**config.mk**
```make
export PLATFORM = sky130hd
export DESIGN_NAME = rcsl_ctrl
export DESIGN_NICKNAME = d
export VERILOG_FILES = /design/src/rcsl_pkg.sv /design/src/rcsl_ctrl.sv
export SDC_FILE = /design/constraint.sdc
export NUM_CORES = 1
export LEC_CHECK = 0
export BUFFER_PORTS_ARGS = -buffer_cell sky130_fd_sc_hd__buf_2
export CORE_ASPECT_RATIO = 1.4
export CORE_MARGIN = 2
export CORE_UTILIZATION = 30
export CTS_BUF_LIST = sky130_fd_sc_hd__clkbuf_4
export CTS_CLUSTER_SIZE = 8
export DETAILED_ROUTE_END_ITERATION = 7
export GPL_TIMING_DRIVEN = 0
export PLACE_DENSITY = 0.56
export SYNTH_ARGS = -nofsm -noshare
export SYNTH_HDL_FRONTEND = slang
export SYNTH_SLANG_ARGS = --single-unit
```
**constraint.sdc**
```tcl
create_clock -name clk -period 6 [get_ports clk]
set_input_delay 1.2 -clock clk [delete_from_list [all_inputs] [get_ports clk]]
set_output_delay 1.2 -clock clk [all_outputs]
set_load 0.05 [all_outputs]
```
**src/rcsl_pkg.sv**
```systemverilog
// Shared types, constants and the date comparison for the relay calendar lookup.
`timescale 1ns / 1ps
package rcsl_pkg;

  localparam int REC_BYTES = 5;
  localparam int CODE_BASE = 240;
  localparam int MINUTES_PER_HOUR = 60;
  localparam int PTR_W = 13;
  localparam int IDX_W = 12;
  localparam logic [IDX_W-1:0] ABSENT = '1;
  localparam logic [2:0] RD_LAST = 3'(REC_BYTES - 1);

  typedef enum logic [1:0] {
    OP_WRITE = 2'd0,
    OP_BUILD = 2'd1,
    OP_PROG  = 2'd2,
    OP_SIG   = 2'd3
  } op_t;

  typedef enum logic [1:0] {
    CMP_OTHER_RELAY = 2'd0,
    CMP_BEFORE      = 2'd1,
    CMP_SAME        = 2'd2,
    CMP_AFTER       = 2'd3
  } cmp_t;

  typedef enum logic [3:0] {
    ST_IDLE,
    ST_BUILD_START,
    ST_LOAD,
    ST_LAND,
    ST_HEAD,
    ST_SCAN1,
    ST_SCAN2,
    ST_REL_CHECK,
    ST_REL_FIRST,
    ST_REL_EVAL,
    ST_PIDX,
    ST_PCHECK,
    ST_SIG_EVAL,
    ST_FINISH
  } state_t;

  typedef struct packed {
    logic       capture;
    logic       wr_en;
    logic       clear;
    logic       ptr_zero;
    logic       ptr_add;
    logic       set_m0;
    logic       set_m1;
    logic       set_m2;
    logic       relay_upd;
    logic       prog_upd;
    logic       rel_start;
    logic       prog_start;
    logic       rd_en;
    logic       ahead;
    logic [2:0] rd_off;
    logic       shift;
    logic       hit_prev;
    logic       hit_rec;
    logic       finish;
  } ctl_t;

  typedef struct packed {
    logic rec_zero;
    logic next_in;
    logic walk_more;
    logic rel_span_ok;
    logic prog_span_ok;
    logic rel_hit;
    logic sig_hit;
  } sts_t;

  // Orders a yearly record against the queried date.
  function automatic cmp_t date_cmp(input logic [7:0] rc, input logic [7:0] ry,
                                    input logic [7:0] rm, input logic [7:0] rd,
                                    input logic [7:0] code, input logic [7:0] qy,
                                    input logic [3:0] qm, input logic [4:0] qd);
    cmp_t res;
    if (rc != code) begin
      res = CMP_OTHER_RELAY;
    end else if (ry != qy) begin
      res = (ry < qy) ? CMP_BEFORE : CMP_AFTER;
    end else if (rm != {4'b0, qm}) begin
      res = (rm < {4'b0, qm}) ? CMP_BEFORE : CMP_AFTER;
    end else if (rd != {3'b0, qd}) begin
      res = (rd < {3'b0, qd}) ? CMP_BEFORE : CMP_AFTER;
    end else begin
      res = CMP_SAME;
    end
    return res;
  endfunction

endpackage

```
**src/rcsl_ctrl.sv**
```systemverilog
// Sequencer for store writes, index builds and schedule walks.
`timescale 1ns / 1ps
module rcsl_ctrl (
  input  logic              clk,
  input  logic              rst,
  input  logic              in_valid,
  output logic              in_ready,
  input  logic [1:0]        cmd,
  output logic              out_valid,
  input  logic              out_ready,
  input  rcsl_pkg::sts_t    sts,
  output rcsl_pkg::ctl_t    ctl
);

  rcsl_pkg::state_t state, state_next, ret, ret_next;
  logic       ahead, ahead_next;
  logic [2:0] k, k_next;
  logic       accept;
  logic       out_valid_next;
  rcsl_pkg::op_t op;

  assign in_ready = (state == rcsl_pkg::ST_IDLE);
  assign accept   = in_valid && in_ready;
  assign op       = rcsl_pkg::op_t'(cmd);

  always_ff @(posedge clk) begin
    if (rst) begin
      state     <= rcsl_pkg::ST_IDLE;
      ret       <= rcsl_pkg::ST_IDLE;
      ahead     <= 1'b0;
      k         <= 3'd0;
      out_valid <= 1'b0;
    end else begin
      state     <= state_next;
      ret       <= ret_next;
      ahead     <= ahead_next;
      k         <= k_next;
      out_valid <= out_valid_next;
    end
  end

  assign out_valid_next = ctl.finish ? 1'b1 : (out_ready ? 1'b0 : out_valid);

  always_comb begin
    state_next = state;
    ret_next   = ret;
    ahead_next = ahead;
    k_next     = k;
    unique case (state)
      rcsl_pkg::ST_IDLE: begin
        if (accept) begin
          unique case (op)
            rcsl_pkg::OP_WRITE: state_next = rcsl_pkg::ST_FINISH;
            rcsl_pkg::OP_BUILD: state_next = rcsl_pkg::ST_BUILD_START;
            rcsl_pkg::OP_PROG:  state_next = rcsl_pkg::ST_REL_CHECK;
            rcsl_pkg::OP_SIG:   state_next = rcsl_pkg::ST_PIDX;
          endcase
        end
      end
      rcsl_pkg::ST_BUILD_START: begin
        state_next = rcsl_pkg::ST_LOAD;
        ret_next   = rcsl_pkg::ST_HEAD;
        ahead_next = 1'b0;
        k_next     = 3'd0;
      end
      rcsl_pkg::ST_LOAD: begin
        k_next = k + 3'd1;
        if (k == rcsl_pkg::RD_LAST) begin
          state_next = rcsl_pkg::ST_LAND;
        end
      end
      rcsl_pkg::ST_LAND: begin
        state_next = ret;
      end
      rcsl_pkg::ST_HEAD: begin
        if (!sts.rec_zero) begin
          state_next = rcsl_pkg::ST_FINISH;
        end else begin
          state_next = rcsl_pkg::ST_LOAD;
          ret_next   = rcsl_pkg::ST_SCAN1;
          k_next     = 3'd0;
        end
      end
      rcsl_pkg::ST_SCAN1: begin
        if (!sts.next_in) begin
          state_next = rcsl_pkg::ST_FINISH;
        end else begin
          state_next = rcsl_pkg::ST_LOAD;
          ret_next   = sts.rec_zero ? rcsl_pkg::ST_SCAN2 : rcsl_pkg::ST_SCAN1;
          k_next     = 3'd0;
        end
      end
      rcsl_pkg::ST_SCAN2: begin
        if (sts.rec_zero || !sts.next_in) begin
          state_next = rcsl_pkg::ST_FINISH;
        end else begin
          state_next = rcsl_pkg::ST_LOAD;
          ret_next   = rcsl_pkg::ST_SCAN2;
          k_next     = 3'd0;
        end
      end
      rcsl_pkg::ST_REL_CHECK: begin
        if (!sts.rel_span_ok) begin
          state_next = rcsl_pkg::ST_FINISH;
        end else begin
          state_next = rcsl_pkg::ST_LOAD;
          ret_next   = rcsl_pkg::ST_REL_FIRST;
          ahead_next = 1'b0;
          k_next     = 3'd0;
        end
      end
      rcsl_pkg::ST_REL_FIRST: begin
        state_next = rcsl_pkg::ST_LOAD;
        ret_next   = rcsl_pkg::ST_REL_EVAL;
        ahead_next = 1'b1;
        k_next     = 3'd0;
      end
      rcsl_pkg::ST_REL_EVAL: begin
        if (sts.rel_hit || !sts.walk_more) begin
          state_next = rcsl_pkg::ST_FINISH;
        end else begin
          state_next = rcsl_pkg::ST_LOAD;
          ret_next   = rcsl_pkg::ST_REL_EVAL;
          ahead_next = 1'b1;
          k_next     = 3'd0;
        end
      end
      rcsl_pkg::ST_PIDX: begin
        state_next = rcsl_pkg::ST_PCHECK;
      end
      rcsl_pkg::ST_PCHECK: begin
        if (!sts.prog_span_ok) begin
          state_next = rcsl_pkg::ST_FINISH;
        end else begin
          state_next = rcsl_pkg::ST_LOAD;
          ret_next   = rcsl_pkg::ST_SIG_EVAL;
          ahead_next = 1'b0;
          k_next     = 3'd0;
        end
      end
      rcsl_pkg::ST_SIG_EVAL: begin
        if (sts.sig_hit || !sts.walk_more) begin
          state_next = rcsl_pkg::ST_FINISH;
        end else begin
          state_next = rcsl_pkg::ST_LOAD;
          ret_next   = rcsl_pkg::ST_SIG_EVAL;
          ahead_next = 1'b0;
          k_next     = 3'd0;
        end
      end
      rcsl_pkg::ST_FINISH: begin
        if (!out_valid || out_ready) begin
          state_next = rcsl_pkg::ST_IDLE;
        end
      end
      default: state_next = rcsl_pkg::ST_IDLE;
    endcase
  end

  always_comb begin
    ctl = '0;
    unique case (state)
      rcsl_pkg::ST_IDLE: begin
        ctl.capture = accept;
        ctl.wr_en   = accept && (op == rcsl_pkg::OP_WRITE);
      end
      rcsl_pkg::ST_BUILD_START: begin
        ctl.clear    = 1'b1;
        ctl.ptr_zero = 1'b1;
      end
      rcsl_pkg::ST_LOAD: begin
        ctl.rd_en  = 1'b1;
        ctl.rd_off = k;
        ctl.ahead  = ahead;
      end
      rcsl_pkg::ST_HEAD: begin
        ctl.set_m0  = sts.rec_zero;
        ctl.ptr_add = sts.rec_zero;
      end
      rcsl_pkg::ST_SCAN1: begin
        ctl.set_m1    = sts.rec_zero;
        ctl.relay_upd = !sts.rec_zero;
        ctl.ptr_add   = 1'b1;
      end
      rcsl_pkg::ST_SCAN2: begin
        ctl.set_m2   = sts.rec_zero;
        ctl.prog_upd = !sts.rec_zero;
        ctl.ptr_add  = 1'b1;
      end
      rcsl_pkg::ST_REL_CHECK: begin
        ctl.rel_start = 1'b1;
      end
      rcsl_pkg::ST_REL_FIRST: begin
        ctl.shift = 1'b1;
      end
      rcsl_pkg::ST_REL_EVAL: begin
        ctl.hit_prev = sts.rel_hit;
        ctl.ptr_add  = !sts.rel_hit;
        ctl.shift    = !sts.rel_hit;
      end
      rcsl_pkg::ST_PCHECK: begin
        ctl.prog_start = 1'b1;
      end
      rcsl_pkg::ST_SIG_EVAL: begin
        ctl.hit_rec = sts.sig_hit;
        ctl.ptr_add = !sts.sig_hit;
      end
      rcsl_pkg::ST_FINISH: begin
        ctl.finish = !out_valid || out_ready;
      end
      default: ctl = '0;
    endcase
  end

  a_accept_leaves_idle: assert property (@(posedge clk) disable iff (rst)
    accept |=> state != rcsl_pkg::ST_IDLE)
    else $error("accepted transaction did not start work");

  a_load_ends: assert property (@(posedge clk) disable iff (rst)
    (state == rcsl_pkg::ST_LOAD && k == rcsl_pkg::RD_LAST) |=> state == rcsl_pkg::ST_LAND)
    else $error("record load overran five bytes");

  a_k_range: assert property (@(posedge clk) disable iff (rst)
    state == rcsl_pkg::ST_LOAD |-> k <= rcsl_pkg::RD_LAST)
    else $error("byte counter out of range");

  a_finish_shows: assert property (@(posedge clk) disable iff (rst)
    ctl.finish |=> out_valid)
    else $error("finished result not presented");

endmodule

```
==> summary.md <==
| Metric | Value |
|---|---|
| Root buffer cell | `clkbuf_4` |
| Post-route DRC | `0` |
| R2R Path End | `state[1]$_SDFFE_PP0P_` |
| Avg Cell Area, Syn | `slightly above 7 sq um` |
| CP delay by family, top | `simple AND/OR/NAND/NOR gates` |
| Initial Utilization | `31.7%` |
| # setup viols final | `0` |
| Vias in the first global route | `about 1300` |
| CP Class | `reg -> out` |
| Max-Cap Viols | `0` |
| CP Data Required Time | `around 4800 ps` |
| Yosys top cell area share | `between 20 and 25%` |
| Via count | `1366` |
| CP max stage cell | `nor3_1` |
| GP Congestion | `0.793` |
| Worst slew pin tran | `~850 ps` |
| Most used DFF post-synth | `dfxtp_1` |
| Layout cells sized above 1 | `roughly a quarter` |
| Total grt overflow | `0` |
| Post_cts resized | `0` |
| Clock sinks | `13` |
| WP buf/inv | `2` |
| Final worst path period share | `57.6%` |
| Antenna violations before repair | `0` |
| Top cells by area, synth | `dfxtp_1 (22%), ha_1 (6.4%), a21oi_1 (5.1%), nand2_1 (4.8%), o21ai_0 (4.7%)` |
| GRT Total Usage | `16.5%` |
| WP depth | `5` |
| WL/cell | `approximately 15 um` |
| Vias per cell | `5.55` |
| Hold Path Class | `reg -> reg` |
| Headroom to the max-slew limit | `slightly above 40%` |
| IO Count | `36` |
| Worst EP arrival | `2250 ps` |
| Clock Latency Late Sink | `280 ps` |
| Distinct cells, synth | `44` |
| CTS max path bufs | `2` |
| Reg2reg start | `state[0]$_SDFFE_PP0P_` |
| Routed wire length | `around 3600 um` |
| PD cells | `468 nW/um^2` |
| Die ar. | `between 4000 and 5000 sq um` |
| Antenna Nets Post-Route | `0` |
| Critical Path End | `ctl[7]` |
| Pleak | `around 0.64 nW` |
| Ant. Diodes | `0` |
| Post-synth top area cell | `dfxtp_1` |
| Worst r2r path cells | `6` |
| CP peak stage delay | `between 600 and 700 ps` |
| Cells after synthesis | `roughly 170` |
| Final Hold Fails | `0` |
| Synth warn | `0` |
| Post-synth EDFFs | `0` |
| TritonCTS Buffers | `3` |
| Std-Cell Rows | `26` |
| Mapped Area | `1180 sq um` |
| Ys async rst share | `0%` |
| DP HPWL | `2840 um` |
| Port bufs | `34` |
| Worst reg-to-reg setup slack | `3660 ps` |
| Syn nets | `between 150 and 200` |
| Hold Path Depth | `2` |
| Top cells by instance count after synthesis | `nand2_1 (15), dfxtp_1 (13), nor2_1 (13)` |
| DRT Pass-1 Iters | `4` |
| VDD IR max | `~0.17 mV` |
| Die H | `slightly below 80 um` |
| Startpoint types | `flop` |
| First-pass GRT wire length | `between 5000 and 6000 um` |
| Status | `completed` |
| Syn-to-layout area delta | `21.5%` |
| CP Capture Type | `output port` |
| Worst Path Max Fanout | `10` |
| TritonCTS clock tree | `built` |
| Htree depth | `1` |
| Worst-path clk slew | `approximately 80 ps` |
| Seq/Total Area, Yosys | `22.1%` |
| Unrepaired setup endpoints after global routing | `no` |
| Final setup TNS | `0 ps` |
| Top-count cell post-synth | `nand2_1` |
| DRT iter0 DRCs | `50` |
| Die W | `56.9 um` |
| Worst clock skew | `around 0.99 ps` |
| Minimum clock period after layout | `roughly 3500 ps` |
| Synth Register Bits | `13` |
| DP Area | `1400 sq um` |
| Worst setup startpoint | `state[0]$_SDFFE_PP0P_` |
| Max Freq | `between 200 and 300 MHz` |
| Final instance area | `between 1000 and 1500 sq um` |
| Setup Buffers After CTS | `0` |
| Max-slew violation count | `0` |
| Core area | `3710 sq um` |
| CTS hold repair buffers | `0` |
| Nets | `approximately 220` |
| Crit-path cells | `nand2b_1 > clkbuf_1 > nor3_1 > and2_1 > buf_2` |
| Pin count of the biggest net entering global routing | `11` |
[flip-flops by register name, summed over array words and instances (netlist names)]
| name | flops |
|---|---|
| ret | 4 |
| out_valid | 1 |
| k | 3 |
| state | 4 |
| ahead | 1 |
[worst min path at each step]
stage,startpoint,endpoint,slack [ps]
final,ret[2]$_SDFFE_PP0P_,ret[2]$_SDFFE_PP0P_,480
after global routing,ret[2]$_SDFFE_PP0P_,ret[2]$_SDFFE_PP0P_,500
after CTS,ahead$_SDFFE_PP0P_,ahead$_SDFFE_PP0P_,480
after detailed placement,ahead$_SDFFE_PP0P_,ahead$_SDFFE_PP0P_,470
after global placement,ret[2]$_SDFFE_PP0P_,ret[2]$_SDFFE_PP0P_,470
after floorplan,ret[2]$_SDFFE_PP0P_,ret[2]$_SDFFE_PP0P_,450
[routing by layer]
layer / track usage (%) / part of all wire (%) / vias to the layer above / wire length (um)
met5: 0 / 0 / - / 0
met4: 6.98 / 2.5 / 0 / 93
met2: 29.2 / 50 / 33 / 1840
li1: - / - / 681 / -
met1: 19.6 / 43 / 643 / 1560
met3: 2.14 / 4.4 / 9 / 160
[metrics by stage]
stage | instances | setup WS, ps | util [%] | hold WS [ps] | total power, mW
6_report | 246 | 2550 | 38.6 | 478 | 0.670
5_1_grt | 246 | 2380 | 38.6 | 503 | 0.720
4_1_cts | 246 | 2600 | 38.6 | 480 | 0.667
3_5_place_dp | 242 | 2700 | 37.8 | 468 | 0.607
3_3_place_gp | 242 | 2690 | 37.8 | 465 | 0.607
2_1_floorplan | 166 | 2080 | - | 447 | 0.491
[layout by cell type, fill, tap and decap left out, types with 6 or more instances in the layout]
master	instances
nand2b_1	6
a21oi_1	12
buf_2	38
o21ai_0	11
dfxtp_1	13
nor2_1	13
nand2_1	15
inv_1	10
ha_1	6
clkbuf_1	6
[power by group]
| part | leakage (nW) | switching, mW | internal, mW |
|---|---|---|---|
| Combinational | 0.516 | 0.333 | 0.149 |
| Clock | 0.0184 | 0.0301 | 0.0304 |
| Sequential | 0.106 | 0.0160 | 0.111 |
[worst min-delay path, cell delays in order, from the launching register on]
cell	delay (ps)
dfxtp_1	300
inv_1	60
a221oi_1	70
[area by class of cell]
| type | instances | area (sq um) |
|---|---|---|
| fill | 419 | 2280 |
| sequential | 13 | 260 |
| inverter | 10 | 37.5 |
| buffer | 16 | 87.6 |
| tap | 42 | 52.6 |
| timing repair buffer | 34 | 170 |
| clock buffer | 4 | 30.0 |
| multi-input combinational | 127 | 792 |
[kinds of logic (layout without fill, tap and decap cells)]
logic type | after synthesis | after routing | share of synthesized area, %
simple gates | 67 | 67 | 30.2
compound gates | 53 | 53 | 30.0
buf+inv | 26 | 64 | 10.6
flops | 13 | 13 | 22.1
fa+ha+maj | 6 | 6 | 6.38
xor+xnor | 1 | 1 | 0.744
No activity file was read; power rests on OpenSTA's default activity.
